$ cat config.mk
export PLATFORM = sky130hd
export DESIGN_NAME = nkm_cell
export DESIGN_NICKNAME = d
export VERILOG_FILES = /design/src/rtl/nkm_pkg.sv /design/src/rtl/nkm_cell.sv
export SDC_FILE = /design/constraint.sdc
export NUM_CORES = 1
export LEC_CHECK = 0
export ABC_AREA = 0
export BUFFER_PORTS_ARGS = -buffer_cell sky130_fd_sc_hd__buf_4
export CORE_ASPECT_RATIO = 1.4
export CORE_MARGIN = 2
export CORE_UTILIZATION = 46
export DETAILED_ROUTE_END_ITERATION = 10
export HOLD_SLACK_MARGIN = 0.12
export PLACE_DENSITY = 0.76
export SKIP_CTS_REPAIR_TIMING = 1
export SLEW_MARGIN = 20
export SYNTH_ARGS = -nofsm -noshare
export SYNTH_HDL_FRONTEND = slang
export SYNTH_SLANG_ARGS = --single-unit
$ cat constraint.sdc
create_clock -name i_clk -period 6 [get_ports i_clk]
set_input_delay 0.3 -clock i_clk [delete_from_list [all_inputs] [get_ports i_clk]]
set_output_delay 0.3 -clock i_clk [all_outputs]
set_load 0.03 [all_outputs]
$ cat src/rtl/nkm_pkg.sv
// ----------------------------------------------------------------------------
// nkm_pkg
// Shared types and constants for the nearest key match and remove unit.
// ----------------------------------------------------------------------------
package nkm_pkg;

    localparam int KEY_W     = 31;
    localparam int ACT_W     = 2;
    localparam int TOT_W     = 20;
    localparam int MOD_VAL   = 1000000;
    localparam int RED_STEPS = 12;

    typedef enum logic [ACT_W-1:0] {
        ACT_STORED  = 2'd0,
        ACT_MATCHED = 2'd1,
        ACT_DROPPED = 2'd2
    } t_action;

    typedef enum logic [1:0] {
        CELL_HOLD,
        CELL_INSERT,
        CELL_REMOVE
    } t_cell_op;

    // what a cell shows its neighbors
    typedef struct packed {
        logic [KEY_W-1:0] key;
        logic             valid;
        logic             cond;   // empty or key above the search key
        logic             lo;     // nearest lower key, and chosen
    } t_cell_nb;

endpackage

$ cat src/rtl/nkm_cell.sv
// ----------------------------------------------------------------------------
// nkm_cell
// One slot of the sorted key chain; shifts up on insert, down on remove.
// ----------------------------------------------------------------------------
module nkm_cell import nkm_pkg::*; (
    input  logic             i_clk,
    input  logic             i_rst_n,
    input  t_cell_op         i_op,
    input  logic [KEY_W-1:0] i_key,
    input  t_cell_nb         i_prev,
    input  t_cell_nb         i_next,
    output t_cell_nb         o_self,
    output logic             o_hit
);

    logic [KEY_W-1:0] r_key;
    logic             r_valid;
    logic             w_cond;
    logic             w_lo;
    logic [KEY_W-1:0] w_dlo;
    logic [KEY_W-1:0] w_dhi;

    assign w_cond = !r_valid || (r_key > i_key);
    assign w_dlo  = i_key - r_key;
    assign w_dhi  = i_next.key - i_key;
    assign w_lo   = !w_cond && i_next.cond && (!i_next.valid || (w_dlo <= w_dhi));

    assign o_self = '{key: r_key, valid: r_valid, cond: w_cond, lo: w_lo};
    assign o_hit  = w_lo || (w_cond && r_valid && !i_prev.cond && !i_prev.lo);

    always_ff @(posedge i_clk) begin
        if (!i_rst_n) begin
            r_valid <= 1'b0;
        end else begin
            case (i_op)
                CELL_INSERT: begin
                    if (i_prev.cond) begin
                        r_valid <= i_prev.valid;
                        r_key   <= i_prev.key;
                    end else if (w_cond) begin
                        r_valid <= 1'b1;
                        r_key   <= i_key;
                    end
                end
                CELL_REMOVE: begin
                    if (w_cond || w_lo) begin
                        r_valid <= i_next.valid;
                        r_key   <= i_next.key;
                    end
                end
                default: begin
                end
            endcase
        end
    end

endmodule

==> qor.yml <==
sta:
  finClkSkew_ns: 0.00398
  finalHoldWorstSlack_ns: 0.292
  maxSlewViolCount: 0
  tightest_slew_ns: 0.605
  fin_setup_tns_ns: 0
  period_share: 0.913
  hold_violations: 0
  clock.fmax_mhz: 182
  max_slew_margin: 0.597
  rsz0062_at_grt: "no"
  fin_crit_ns: 5.48
  setup_viol: 0
floorplanning:
  fp.dieH_um: 134
  die-area_mm2: 0.0130
  initial_core_util: 0.470
  coreArea_mm2: 0.0118
  io_pins: 138
  rows: 47
  die_w_um: 96.9
drt:
  final_antenna_net_count: 0
  routed_wl_um: 14800
  via_count: 5551
  routedWlPerCell_um: 14.8
  via_per_inst: 5.57
  drtPass1Iterations: 5
  drt_iter0_drc: 191
  drc: 0
place:
  gp_congestion: 0.931
  dp_hpwl_um: 12100
  numPortBuffers: 136
global_route:
  antenna_found_initial: 0
  grt-ovfl-total: 0
  grt_pass1_wl_um: 24400
  grt_max_degree: 63
  grt_pass1_vias: 5451
  grt_usage: 0.226
logic_synthesis:
  synth_area_mm2: 0.00555
  syn_avg_cell_area_um2: 7.73
  ys.warnings.count: 0
  synth_xor_area_frac: 0.0741
  synth_ff_type: "edfxtp_1"
  yosys.area_share.adder: 0.215
  ys_types: 60
  synthCells: 718
  synth-simple-area-share: 0.167
  synth_edf_count: 31
  synth_top_area_frac: 0.207
  muxShareOfSynthArea: 0.0595
  yosysSeqAreaShare: 0.171
  async_reset_ff_frac: 0
  syn_nets: 915
  synth_compound_area_frac: 0.244
  ys_ff_latch: 32
  yosys-top-cells-area: "ha_1, edfxtp_1, mux2i_1"
  synth_top_family_by_area: "compound AO/OA/AOI/OAI gates"
  yosysTopAreaCell: "ha_1"
critical_path:
  cpPeakStageDelay_ns: 0.48
  cp_data_arrival_time_ns: 5.46
  cp.required_ns: 5.98
  crit_slowest_cell: "o311ai_1"
  crit_path_start_kind: "flop"
  path_buf_inv: 2
  crit_fanout: 24
  cp_cell_sequence: "inv_1, ha_1, nor2b_1, o31a_1, o311ai_1, a21oi_1, o21a_1, a21o_1, a31oi_1, a21oi_1, xor2_1, ha_1, nand3_1, or3_1, nor3_1, and3_1, o31ai_1, nor2_1, nor2_1, o22ai_1, and2_1, buf_12"
  critical-path-top-delay-family: "compound AO/OA/AOI/OAI gates"
  path_class: "flop to flop"
  reg2reg_depth: 22
  crit_cells: 22
  end_kind: "flop"
min_path:
  min_path_cells: 3
  hold_class: "primary input to flop"
cells_and_area:
  nNetsFinal: 1046
  nFillCells: 1141
  diodes: 0
  drive_gt1_frac: 0.182
  area_delta_synth_final_pct: 24.1
  layout_common_cells: "buf_4, ha_1, inv_1, nand2_1, o21ai_0"
  final_common_cell: "buf_4"
clocking:
  cts_buffers: 5
  clk_pin_slew_worst_paths_ns: 0.06
  htreeDepth: 2
  clkSinkCount: 32
  ctsRootBufferMaster: "clkbuf_16"
  clkLatencyLatePin_ns: 0.28
  cts_tree: "built"
  cts.path.max_buffers: 2
power:
  peakVddDrop_mv: 0.112
  p_per_area_mw_per_mm2: 178
  p_leak_nw: 3.40
job:
  drv_cap: 0
status:
  outcome: "finished clean"
-- stage by stage --
| step | area (µm²) | std cells | setup WS (ns) | total power, W | util |
|---|---|---|---|---|---|
| floorplan | 5550 | 718 | 0.575 | 0.000768 | - |
| global placement | 6730 | 988 | 0.582 | 0.000957 | 0.570 |
| detailed placement | 6730 | 988 | 0.537 | 0.000966 | 0.570 |
| CTS | 6870 | 996 | 0.583 | 0.00123 | 0.581 |
| global route | 6890 | 997 | 0.132 | 0.00133 | 0.583 |
| finish | 6890 | 997 | 0.519 | 0.00123 | 0.583 |
-- Yosys cell counts (3+ instances only) --
master,count
a2111oi_0,6
or2_2,3
buf_1,3
buf_4,3
and3_1,7
inv_1,84
a21oi_1,55
edfxtp_1,31
clkbuf_1,11
nand3_1,13
a211oi_1,5
nor2_1,46
a31oi_1,5
nand4_1,10
a21boi_0,3
nor2b_1,8
xor2_1,20
nand2b_1,8
nor3_1,23
o31a_1,4
o21bai_1,6
o31ai_1,5
o21a_1,16
a21o_1,17
mux2i_1,33
xnor2_1,27
o211ai_1,4
o21ai_0,63
nand2_1,70
ha_1,92
-- report_power, final --
| part | internal [W] | switching, W | leakage (nW) | total, W |
|---|---|---|---|---|
| combinational | 0.000317 | 0.000382 | 3.04 | 0.000698 |
| clock | 0.000155 | 0.000102 | 0.0652 | 0.000257 |
| sequential | 0.000264 | 0.00000707 | 0.299 | 0.000272 |
-- area by class of cell --
cell class	count	area, µm²	area share
clock buffers	8	136	0.0198
inverters	84	315	0.0458
multi-input cells	585	4220	0.612
flip-flops and latches	32	951	0.138
well taps	147	184	0.0267
repair buffers	141	1080	0.157
-- worst min-delay path: stages --
cell and delay, ns:
buf_4 0.12, nand2_1 0.06, mux2i_1 0.05
-- sequential cells by signal, indices dropped and copies added, names as in the netlist --
name / count
r_key: 31
r_valid: 1
-- cells by family (layout without fill, tap and decap cells) --
logic type               count (synthesis)  count (layout)
XOR/XNOR                                47              47
flip-flops                              32              32
buffers and inverters                  101             233
adder cells (fa/ha/maj)                 94              94
AND/OR/NAND/NOR                        199             199
multiplexers                            33              33
AO/OA/AOI/OAI                          212             212
-- worst paths after layout --
| check | start | end | slack [ns] |
|---|---|---|---|
| setup reg to reg | r_key[2]$_DFFE_PP_ | r_key[20]$_DFFE_PP_ | 0.52 |
| hold reg to reg | r_valid$_SDFFE_PN0P_ | r_valid$_SDFFE_PN0P_ | 0.50 |
| hold / removal | i_rst_n | r_valid$_SDFFE_PN0P_ | 0.29 |
| setup / recovery | r_key[2]$_DFFE_PP_ | r_key[20]$_DFFE_PP_ | 0.52 |
-- metal layers --
layer  part of all wire  GRT usage  up-vias
met5                  0          0        -
met4              0.033      0.106        0
met3              0.046     0.0354       39
met2               0.53      0.424      140
met1               0.40      0.247     2520
li1                   -          -     2852
Power figures use the tool's default switching activity.
